--- src/bdq_pkg.sv ---
package bdq_pkg;

  localparam int unsigned DepthDefault = 16;
  localparam int unsigned ValueWidth   = 32;
  localparam int unsigned CmdWidth     = 2;
  localparam int unsigned StatusWidth  = 2;
  localparam int unsigned OccWidth     = 5;

  typedef enum logic [CmdWidth-1:0] {
    CMD_PUSH_TAIL = 2'd0,
    CMD_POP_HEAD  = 2'd1,
    CMD_POP_TAIL  = 2'd2
  } cmd_e;

  typedef enum logic [StatusWidth-1:0] {
    ST_DONE      = 2'd0,
    ST_UNDERFLOW = 2'd1,
    ST_OVERFLOW  = 2'd2
  } status_e;

  // Operation broadcast to every cell of the chain.
  typedef struct packed {
    logic push;
    logic pop_head;
    logic pop_tail;
  } cell_ctl_t;

endpackage

--- src/bdq_in_if.sv ---
interface bdq_in_if;
  logic                                       valid;
  logic                                       ready;
  logic        [bdq_pkg::CmdWidth-1:0]        command;
  logic signed [bdq_pkg::ValueWidth-1:0]      push_value;

  modport source (output valid, output command, output push_value, input ready);
  modport sink   (input valid, input command, input push_value, output ready);
endinterface

--- src/bdq_out_if.sv ---
interface bdq_out_if;
  logic                                       valid;
  logic                                       ready;
  logic signed [bdq_pkg::ValueWidth-1:0]      popped_value;
  logic        [bdq_pkg::StatusWidth-1:0]     status;
  logic        [bdq_pkg::OccWidth-1:0]        occupancy;

  modport source (output valid, output popped_value, output status, output occupancy,
                  input ready);
  modport sink   (input valid, input popped_value, input status, input occupancy,
                  output ready);
endinterface

--- src/bdq_cell.sv ---
// One slot of the deque. Row A keeps entries ordered from the head, row B
// from the tail, so both ends of the queue always sit in the first cell.
module bdq_cell (
  input  logic                                  clk_i,
  input  logic                                  rst_ni,
  input  bdq_pkg::cell_ctl_t                    ctl_i,
  input  logic signed [bdq_pkg::ValueWidth-1:0] push_value_i,
  input  logic                                  prev_valid_i,
  input  logic signed [bdq_pkg::ValueWidth-1:0] prev_b_i,
  input  logic                                  next_valid_i,
  input  logic signed [bdq_pkg::ValueWidth-1:0] next_a_i,
  input  logic signed [bdq_pkg::ValueWidth-1:0] next_b_i,
  output logic                                  valid_o,
  output logic signed [bdq_pkg::ValueWidth-1:0] a_o,
  output logic signed [bdq_pkg::ValueWidth-1:0] b_o
);

  logic                                  valid_q, valid_d;
  logic signed [bdq_pkg::ValueWidth-1:0] a_q, a_d;
  logic signed [bdq_pkg::ValueWidth-1:0] b_q, b_d;

  always_comb begin
    valid_d = valid_q;
    a_d     = a_q;
    b_d     = b_q;
    if (ctl_i.push) begin
      valid_d = valid_q | prev_valid_i;
      // The first free slot takes the new tail in row A.
      if (!valid_q && prev_valid_i) begin
        a_d = push_value_i;
      end
      b_d = prev_b_i;
    end else if (ctl_i.pop_head) begin
      valid_d = next_valid_i;
      a_d     = next_a_i;
    end else if (ctl_i.pop_tail) begin
      valid_d = next_valid_i;
      b_d     = next_b_i;
    end
  end

  always_ff @(posedge clk_i or negedge rst_ni) begin
    if (!rst_ni) begin
      valid_q <= 1'b0;
    end else begin
      valid_q <= valid_d;
    end
  end

  always_ff @(posedge clk_i) begin
    a_q <= a_d;
    b_q <= b_d;
  end

  assign valid_o = valid_q;
  assign a_o     = a_q;
  assign b_o     = b_q;

endmodule

--- src/bounded_deque.sv ---
// Channel | Dir | Fields                              | Beat
// in_i    | in  | command, push_value                 | one deque operation
// out_o   | out | popped_value, status, occupancy     | one result per operation
//
// Each accepted beat is executed in the cycle it is accepted; its result is
// registered and shows on out_o in the next cycle, so one beat per cycle flows.
// The operation is a single broadcast step of the cell chain, which sets the rate.
// in_i.ready is high whenever the result register is empty or being drained.
// Reset clears the count, every cell's valid bit and the result valid flag.
// A stalled out_o holds its result and backpressures in_i.
module bounded_deque #(
  parameter int unsigned DEPTH = bdq_pkg::DepthDefault
) (
  input  logic      clk_i,
  input  logic      rst_ni,
  bdq_in_if.sink    in_i,
  bdq_out_if.source out_o
);

  localparam int unsigned CntWidth = $clog2(DEPTH + 1);

  // The queue is a chain of DEPTH cells. Cell i of row A holds the entry i
  // places behind the head, cell i of row B the entry i places in front of
  // the tail. Valid bits form a thermometer code that matches the count.
  logic                                  cell_valid [DEPTH];
  logic signed [bdq_pkg::ValueWidth-1:0] cell_a     [DEPTH];
  logic signed [bdq_pkg::ValueWidth-1:0] cell_b     [DEPTH];

  logic [CntWidth-1:0] count_q, count_d;
  logic                accept;
  logic                empty, full;
  bdq_pkg::cmd_e       cmd;
  bdq_pkg::cell_ctl_t  ctl;

  logic                                  out_valid_q;
  logic signed [bdq_pkg::ValueWidth-1:0] popped_q, popped_d;
  bdq_pkg::status_e                      status_q, status_d;
  logic [bdq_pkg::OccWidth-1:0]          occ_q;

  assign in_i.ready = !out_valid_q || out_o.ready;
  assign accept     = in_i.valid && in_i.ready;
  assign cmd        = bdq_pkg::cmd_e'(in_i.command);
  assign empty      = (count_q == '0);
  assign full       = (count_q == CntWidth'(DEPTH));

  // Decode the beat. An unused command code leaves the queue untouched and
  // reports done with the current occupancy.
  always_comb begin
    ctl      = '0;
    popped_d = '0;
    status_d = bdq_pkg::ST_DONE;
    count_d  = count_q;
    unique case (cmd)
      bdq_pkg::CMD_PUSH_TAIL: begin
        if (full) begin
          status_d = bdq_pkg::ST_OVERFLOW;
        end else begin
          ctl.push = accept;
          count_d  = count_q + CntWidth'(1);
        end
      end
      bdq_pkg::CMD_POP_HEAD: begin
        if (empty) begin
          status_d = bdq_pkg::ST_UNDERFLOW;
        end else begin
          ctl.pop_head = accept;
          popped_d     = cell_a[0];
          count_d      = count_q - CntWidth'(1);
        end
      end
      bdq_pkg::CMD_POP_TAIL: begin
        if (empty) begin
          status_d = bdq_pkg::ST_UNDERFLOW;
        end else begin
          ctl.pop_tail = accept;
          popped_d     = cell_b[0];
          count_d      = count_q - CntWidth'(1);
        end
      end
      default: begin
        status_d = bdq_pkg::ST_DONE;
      end
    endcase
  end

  // The chain itself. The ends see a permanently valid neighbor in front
  // (the incoming value) and an empty one behind.
  for (genvar i = 0; i < DEPTH; i++) begin : g_cell
    logic                                  prev_valid, next_valid;
    logic signed [bdq_pkg::ValueWidth-1:0] prev_b, next_a, next_b;

    if (i == 0) begin : g_first
      assign prev_valid = 1'b1;
      assign prev_b     = in_i.push_value;
    end else begin : g_mid_prev
      assign prev_valid = cell_valid[i-1];
      assign prev_b     = cell_b[i-1];
    end

    if (i == DEPTH - 1) begin : g_last
      assign next_valid = 1'b0;
      assign next_a     = '0;
      assign next_b     = '0;
    end else begin : g_mid_next
      assign next_valid = cell_valid[i+1];
      assign next_a     = cell_a[i+1];
      assign next_b     = cell_b[i+1];
    end

    bdq_cell u_cell (
      .clk_i        (clk_i),
      .rst_ni       (rst_ni),
      .ctl_i        (ctl),
      .push_value_i (in_i.push_value),
      .prev_valid_i (prev_valid),
      .prev_b_i     (prev_b),
      .next_valid_i (next_valid),
      .next_a_i     (next_a),
      .next_b_i     (next_b),
      .valid_o      (cell_valid[i]),
      .a_o          (cell_a[i]),
      .b_o          (cell_b[i])
    );
  end

  always_ff @(posedge clk_i or negedge rst_ni) begin
    if (!rst_ni) begin
      count_q     <= '0;
      out_valid_q <= 1'b0;
    end else begin
      if (accept) begin
        count_q     <= count_d;
        out_valid_q <= 1'b1;
      end else if (out_o.ready) begin
        out_valid_q <= 1'b0;
      end
    end
  end

  // Result payload; the occupancy field is the low bits of the new count.
  always_ff @(posedge clk_i) begin
    if (accept) begin
      popped_q <= popped_d;
      status_q <= status_d;
      occ_q    <= bdq_pkg::OccWidth'(count_d);
    end
  end

  assign out_o.valid        = out_valid_q;
  assign out_o.popped_value = popped_q;
  assign out_o.status       = status_q;
  assign out_o.occupancy    = occ_q;

  // The first cell is occupied exactly when the count is nonzero.
  a_head_valid : assert property (@(posedge clk_i) disable iff (!rst_ni)
    (count_q != '0) == cell_valid[0])
    else $error("count and first cell valid disagree");

  // The last cell is occupied exactly when the queue is full.
  a_tail_full : assert property (@(posedge clk_i) disable iff (!rst_ni)
    (count_q == CntWidth'(DEPTH)) == cell_valid[DEPTH-1])
    else $error("count and last cell valid disagree");

  // With one entry held, both rows hold the same value at the front.
  a_single_entry : assert property (@(posedge clk_i) disable iff (!rst_ni)
    (count_q == CntWidth'(1)) |-> (cell_a[0] == cell_b[0]))
    else $error("head and tail rows disagree on a single entry");

  // A pop on an empty queue comes back as underflow with the count kept.
  a_underflow : assert property (@(posedge clk_i) disable iff (!rst_ni)
    (accept && empty && (cmd == bdq_pkg::CMD_POP_HEAD || cmd == bdq_pkg::CMD_POP_TAIL))
    |=> (out_valid_q && status_q == bdq_pkg::ST_UNDERFLOW && count_q == '0))
    else $error("empty pop not reported as underflow");

endmodule

--- src/flat_wrapper.sv ---
// flat-port wrapper written by rule: the top's interface ports become plain ports
module bounded_deque_flat 
#(
  parameter int unsigned DEPTH = bdq_pkg::DepthDefault
)
  (clk_i, rst_ni, in_i_valid, in_i_command, in_i_push_value, in_i_ready, out_o_valid, out_o_popped_value, out_o_status, out_o_occupancy, out_o_ready);
  bdq_in_if in_i_i ();
  bdq_out_if out_o_i ();
  input  logic clk_i;
  input  logic rst_ni;
  input wire logic [$bits(in_i_i.valid)-1:0] in_i_valid;
  input wire logic [$bits(in_i_i.command)-1:0] in_i_command;
  input wire logic [$bits(in_i_i.push_value)-1:0] in_i_push_value;
  output wire logic [$bits(in_i_i.ready)-1:0] in_i_ready;
  output wire logic [$bits(out_o_i.valid)-1:0] out_o_valid;
  output wire logic [$bits(out_o_i.popped_value)-1:0] out_o_popped_value;
  output wire logic [$bits(out_o_i.status)-1:0] out_o_status;
  output wire logic [$bits(out_o_i.occupancy)-1:0] out_o_occupancy;
  input wire logic [$bits(out_o_i.ready)-1:0] out_o_ready;
  assign in_i_i.valid = in_i_valid;
  assign in_i_i.command = in_i_command;
  assign in_i_i.push_value = in_i_push_value;
  assign in_i_ready = in_i_i.ready;
  assign out_o_valid = out_o_i.valid;
  assign out_o_popped_value = out_o_i.popped_value;
  assign out_o_status = out_o_i.status;
  assign out_o_occupancy = out_o_i.occupancy;
  assign out_o_i.ready = out_o_ready;
  bounded_deque #(.DEPTH(DEPTH)) u_core (.clk_i(clk_i), .rst_ni(rst_ni), .in_i(in_i_i), .out_o(out_o_i));
endmodule
--- config.mk ---
export PLATFORM = sky130hd
export DESIGN_NAME = bounded_deque_flat
export DESIGN_NICKNAME = d
export VERILOG_FILES = /design/src/bdq_pkg.sv /design/src/bdq_in_if.sv /design/src/bdq_out_if.sv /design/src/bdq_cell.sv /design/src/bounded_deque.sv /design/src/flat_wrapper.sv
export SDC_FILE = /design/constraint.sdc
export NUM_CORES = 2
export LEC_CHECK = 0
export BUFFER_PORTS_ARGS = -buffer_cell sky130_fd_sc_hd__buf_2
export CORE_MARGIN = 5
export CORE_UTILIZATION = 47
export DETAILED_ROUTE_END_ITERATION = 16
export GPL_TIMING_DRIVEN = 0
export PLACE_DENSITY = 0.72
export SYNTH_ARGS = -nofsm -noshare
export SYNTH_HDL_FRONTEND = slang
export SYNTH_SLANG_ARGS = --single-unit
export TNS_END_PERCENT = 10
--- constraint.sdc ---
create_clock -name clk_i -period 36.5 [get_ports clk_i]
set_input_delay 7.3 -clock clk_i [delete_from_list [all_inputs] [get_ports clk_i]]
set_output_delay 7.3 -clock clk_i [all_outputs]
set_load 0.005 [all_outputs]
# Word-level counts from Yosys, hierarchy flattened
# Index checks and enable logic that the tools add are counted.
dict set report totals {
  reg_bits 1085
  input_bits 38
  output_inout_bits 41
  elab_cells 307
}
dict set report op_classes {
  n_addsub 2
  eq_ne 20
  muxes 160
  bitwise 15
  n_reduce_logical 57
}
# op count
set ops {}
lappend ops {{two-way mux 32 bit} 98}
lappend ops {{one-hot mux 32 bit (2 select lines)} 1}
lappend ops {{two-way mux 1 bit} 56}
lappend ops {{AND reduction 2 bit} 17}
lappend ops {{inequality test 2 bit (second input constant)} 16}
lappend ops {{logical AND 1 bit} 16}
lappend ops {{logical NOT 1 bit} 16}
lappend ops {{OR 1 bit} 15}
lappend ops {{two-way mux 5 bit} 2}
lappend ops {{one-hot mux 5 bit (2 select lines)} 1}
lappend ops {{nonzero test 2 bit} 3}
lappend ops {{adder 5 x 1 -> 5 bit (second input constant)} 1}
lappend ops {{== test 5 bit (second input constant)} 1}
lappend ops {{logical NOT 5 bit} 1}
lappend ops {{subtractor 5 x 1 -> 5 bit (second input constant)} 1}
lappend ops {{one-hot mux 2 bit (2 select lines)} 1}
lappend ops {{nonzero test 3 bit} 1}
lappend ops {{== test 2 x 1 -> 1 bit (second input constant)} 1}
lappend ops {{== test 2 bit (second input constant)} 1}
lappend ops {{logical NOT 2 bit} 1}
lappend ops {{two-way mux 2 bit} 1}
lappend ops {{inequality test 2 x 1 -> 1 bit (second input constant)} 1}
lappend ops {{OR reduction 2 bit} 1}
lappend ops {{logical OR 1 bit} 1}

# Logic depth before layout (Yosys ltp)
dict set report depth {
  depth_word 8
  mapped_depth 10
  depth_no_buf 6
}

# Hierarchy
# Synthesis repeated with hierarchy kept, for this count alone.
dict set report hier_totals {
  cells_unflattened 2539
  hier_area_um2 47087.7
}
# mod instances cells_per_inst area_per_inst_um2 seq_area_each_um2
set modules_own_cells {}
lappend modules_own_cells {bdq_cell 16 146 2802.7 1946.9}
lappend modules_own_cells {bounded_deque 1 203 2244.7 1321.3}

# Least setup slack after synthesis
# No wires, ideal clock.
dict set report synth_timing {
  path_kind {input -> register}
  start {input in_i_command[0]}
  end {register u_core.g_cell[0].u_cell.b_q, in the netlist u_core.g_cell[0].u_cell.b_o[0], enable pin}
  setup_ns 1.559
  arrival_time_ns 32.347
  t_required_ns 34.941
  slack_ns 2.594
  path_stages 5
  path_buffers 1
  cell_sequence {inv_1 > ha_1 > clkbuf_1 > o211ai_1 > a21oi_1}
}
dict set report synth_between {
  elab_chain_cells 4
  word_cells_on_any_way 9
  classes_between {3 x eq/ne; 3 x mux; 3 x reduce/logical}
}
# item line_no
set synth_lines {}
lappend synth_lines {{start, declared} flat_wrapper.sv:12} ;# input wire logic [$bits(in_i_i.command)-1:0] in_i_command;
lappend synth_lines {{== test 2 x 1 -> 1 bit (tied with other cells)} bounded_deque.sv:53} ;# unique case (cmd)
lappend synth_lines {{two-way mux 1 bit} bounded_deque.sv:53}
lappend synth_lines {{inequality test 2 x 1 -> 1 bit (no line) or nonzero test 2 bit (tied branches)} -}
lappend synth_lines {{AND reduction 2 bit (no line) (*)} -}
lappend synth_lines {{end signal, assigned} bdq_cell.sv:52} ;# b_q <= b_d;
lappend synth_lines {{end, declared} bdq_cell.sv:20} ;# logic signed [bdq_pkg::ValueWidth-1:0] b_q, b_d;
# Every way passes the cells marked *; elsewhere a longest branch is shown, timed or not.
# A chain may end at the register's enable or synchronous reset.

# Worst setup path after layout
dict set report layout_timing {
  start {input out_o_ready}
  end {output in_i_ready}
}
dict set report layout_between {
  elab_chain_cells 1
}
# item line_no
set layout_lines {}
lappend layout_lines {{start, declared} flat_wrapper.sv:19} ;# input wire logic [$bits(out_o_i.ready)-1:0] out_o_ready;
lappend layout_lines {{logical OR 1 bit} bounded_deque.sv:40} ;# assign in_i.ready = !out_valid_q || out_o.ready;
lappend layout_lines {{end, declared} flat_wrapper.sv:14} ;# output wire logic [$bits(in_i_i.ready)-1:0] in_i_ready;
# No other way between the ends.

==> key figures <==
Setup path
  – Startpoint Class: primary input
  – Critical path peak fanout: 5
  – CP startpoint: out_o_ready
  – R2R setup slack: 31,770 ps
  – Crit-path max cell delay: 320 ps
  – Worst path slowest cell: and2b_1
  – FF-to-FF End: u_core.g_cell[8].u_cell.a_o[7]$_DFFE_PP_
  – Crit path capture: in_i_ready
  – Worst path arrival time: 7960 ps
  – CP Class: primary input to output port
  – Worst reg2reg path startpoint: u_core.count_q[0]$_DFFE_PN0N_
  – Crit end category: output port
  – Worst R2R Path Depth: 9
  – WP data required: 29,200 ps
  – Crit-path cells: buf_2 > and2b_1 > inv_1 > buf_2
  – Cell mode on critical path: buf_2

Clock network
  – Num CTS Buffers: 105
  – Root Driver: clkbuf_16
  – Clock H-tree levels: 3
  – CTS max path bufs: 3
  – Post-CTS sizing: 0
  – Clock tree sinks: 1,085
  – Setup bufs post-CTS: 0
  – CTS tree: yes
  – Worst-Skew Late Latency: 660 ps
  – Worst-path clk slew: 60 ps
  – Hold-fix buffers at CTS: 0

Synth
  – Mapped cell area: 44,200 sq um
  – Mapped Cells: 2,549
  – Number of distinct library cells after synthesis: 45
  – Xor and xnor area share after synthesis: 0
  – Compound-gate portion of the synthesized area: 0.0984
  – Top_reg_cell synth: edfxtp_1
  – Combinational family with the most area after synthesis: multiplexers
  – Number of synthesized register bits: 1,085
  – Net Count, Synth: 2,593
  – YS warnings: 0
  – Post-synth EDFFs: 1,063
  – Sequential share of the synthesized area: 0.735
  – Multiplexer share of the synthesized area: 0.115
  – Async set-reset flop share out of synthesis: 0.0203
  – Avg Cell Area, Syn: 17.3 sq um
  – Synth Area in Simple Gates: 0.0255
  – Adder-Cell Fraction of Synth Area: 0.00170

Run
  – Max-cap violations: 0

Global route
  – Global-route wire length before repair: 139,000 microns
  – Grt ovf: 0
  – Vias in the first global route: 24,500
  – Initial antenna violation count: 2
  – All-layer global routing usage: 0.175
  – Largest net degree at the start of global routing: 33

Pwr
  – Switching share of power: 0.226
  – PD cells: 58.4 nW/um^2
  – Internal power: 2.28 mW
  – Clock network power share: 0.378
  – Peak VDD IR: 37.6 uV
  – Net Sw Power: 666 uW
  – Comb pwr share: 0.095
  – Seq pwr share: 0.527
  – Leakage power: 19.1 nW

Detailed routing
  – Post-route DRC: 0
  – Via count: 23,000
  – Drt first pass iters: 5
  – Routed WL: 88,600 microns
  – Wire per inst: 21.6 microns
  – Post-route ant nets: 0
  – Starting DRT DRC Count: 2,471
  – Via density: 5.62

Floorplan
  – Core area: 93,300 sq um
  – Die Wd: 317 microns
  – Area of the die: 100,000 sq um
  – Initial core utilization: 0.474
  – FP Rows: 112
  – Die Span Y: 317 microns
  – I/O pins: 79

Placement
  – Area after DPL: 46,900 sq um
  – DP Cell Count: 3,909
  – Port buffer count: 78
  – Placer Congestion: 0.860
  – Detailed placement HPWL: 60,000 microns

Timing
  – Final Slew Violations: 0
  – Setup_tns: 0 ps
  – Worst slew pin tran: 1210 ps
  – Max-slew headroom: 0.184
  – RSZ-0062 raised after global routing: no
  – Clock Skew: 22.7 ps
  – Hold Vio Cnt, Final: 0
  – Minimum clock period: 15,260 ps
  – Period utilization: 0.418
  – Peak Freq: 65.5 MHz
  – Final setup vio count: 0

Cells and area
  – Layout cells sized above 1: 0.312
  – Number of fill cells: 7,255
  – Layout Cells excl Fill: 4,100
  – Design area: 50,400 sq um
  – Area growth, synth to finish: 14.0%
  – Final net count: 2,806
  – Layout Utilization: 0.540

Min path
  – Worst hold path class: flip-flop to flip-flop

Run status
  – Status: finished clean
-- area by class of cell --
cell class                 count  area [sq um]  share of cell area
buffer                       204          1080              0.0215
tap                         1254          1570              0.0311
clock inverter                59           752              0.0149
multi-input combinational   1250         10700               0.212
antenna                        1          2.50           0.0000497
clock buffer                 131          2770              0.0549
sequential                  1085         32500               0.644
inverter                      10          37.5            0.000745
timing repair buffer         106          1030              0.0204
-- cell usage in the layout (no fill, tap or decap), types with 3 or more instances in the layout --
master,synthesis,routed
edfxtp_1,1063,1063
a21o_1,513,513
mux2_2,449,449
buf_2,128,206
clkbuf_16,0,106
and2_1,66,66
clkbuf_1,36,58
nor3_1,44,44
buf_4,39,39
nor2_1,37,37
a22oi_1,32,32
clkinv_1,1,24
dfrtp_1,22,22
a21oi_1,19,18
buf_12,0,18
bufinv_16,0,17
nand3b_1,15,15
nand2_2,0,14
o21ai_0,14,12
clkinv_2,0,12
buf_16,0,10
inv_1,9,9
nand2_1,23,9
ha_1,6,6
nand3_1,3,3
-- power by group through the flow --
stage / Sequential, mW / Combinational [mW] / Clock [mW]
finish: 1.55 / 0.280 / 1.11
global placement: 1.64 / 0.243 / 0
global route: 1.56 / 0.303 / 1.19
detailed placement: 1.58 / 0.276 / 0
floorplan: 1.61 / 0.185 / 0
CTS: 1.55 / 0.278 / 1.13
-- logic make-up (layout without fill, tap and decap cells) --
kind of cell	Yosys count	count (layout)
flops	1085	1085
compound gates	590	590
mux	450	450
buf+inv	214	510
simple gates	204	204
fa+ha+maj	6	6
other cells	0	1
-- through the flow --
step           total power, mW  hold slack, ps  setup WS, ps
2_1_floorplan             1.79             480          2590
3_3_place_gp              1.88             497         -5520
3_5_place_dp              1.85             504         21250
4_1_cts                   2.96             517         21250
5_1_grt                   3.05             521         21210
6_report                  2.95             512         21240
-- state kept, by name, summed over array words and instances (netlist names) --
name                          count
u_core.g_cell.u_cell.b_o        512
u_core.g_cell.u_cell.valid_o     16
u_core.count_q                    5
u_core.g_cell.u_cell.a_o        512
u_core.out_o.popped_value        32
u_core.out_o.occupancy            5
u_core.out_o.status               2
u_core.out_o.valid                1
-- metal layers --
layer  up-vias  part of all wire  track usage
met3       127             0.063       0.0302
met5         -                 0            0
met1     11900              0.46        0.260
met2       743              0.46        0.274
li1      10300                 -            -
met4         0             0.019       0.0410
-- Yosys cell counts, types with 2 or more instances --
master    instances  area share
buf_2           128       0.014
inv_1             9     0.00076
and2_1           66      0.0093
buf_4            39      0.0066
clkbuf_1         36      0.0031
nand3b_1         15      0.0025
mux2_2          449        0.11
a21oi_1          19      0.0022
dfrtp_1          22       0.012
edfxtp_1       1063        0.72
o22ai_1           2     0.00028
nand3_1           3     0.00034
a22oi_1          32      0.0054
nand2_1          23      0.0020
nor3_1           44      0.0050
nor4_1            2     0.00028
a21o_1          513       0.087
o31ai_1           2     0.00034
o21ai_0          14      0.0016
nor3b_1           2     0.00034
nor2_1           37      0.0031
ha_1              6      0.0017
-- worst min path at each step --
stage | depth (start not counted) | slack (ps) | end | from
after CTS | 1 | 520 | u_core.g_cell[3].u_cell.a_o[18]$_DFFE_PP_ | u_core.g_cell[4].u_cell.a_o[18]$_DFFE_PP_
final | 1 | 510 | u_core.g_cell[3].u_cell.a_o[18]$_DFFE_PP_ | u_core.g_cell[4].u_cell.a_o[18]$_DFFE_PP_
after detailed placement | 1 | 500 | u_core.g_cell[2].u_cell.a_o[31]$_DFFE_PP_ | u_core.g_cell[3].u_cell.a_o[31]$_DFFE_PP_
after global placement | 1 | 500 | u_core.g_cell[11].u_cell.a_o[9]$_DFFE_PP_ | u_core.g_cell[12].u_cell.a_o[9]$_DFFE_PP_
after floorplan | 2 | 480 | u_core.g_cell[15].u_cell.valid_o$_DFFE_PN0P_ | u_core.g_cell[15].u_cell.valid_o$_DFFE_PN0P_
after global routing | 1 | 520 | u_core.g_cell[0].u_cell.a_o[20]$_DFFE_PP_ | u_core.g_cell[1].u_cell.a_o[20]$_DFFE_PP_
-- critical path, delay by kind of cell --
family                 cells  cell delay (ps)
buffers and inverters      3              340
AND/OR/NAND/NOR            1              320
Note: power is estimated with default switching activity, not from simulation.
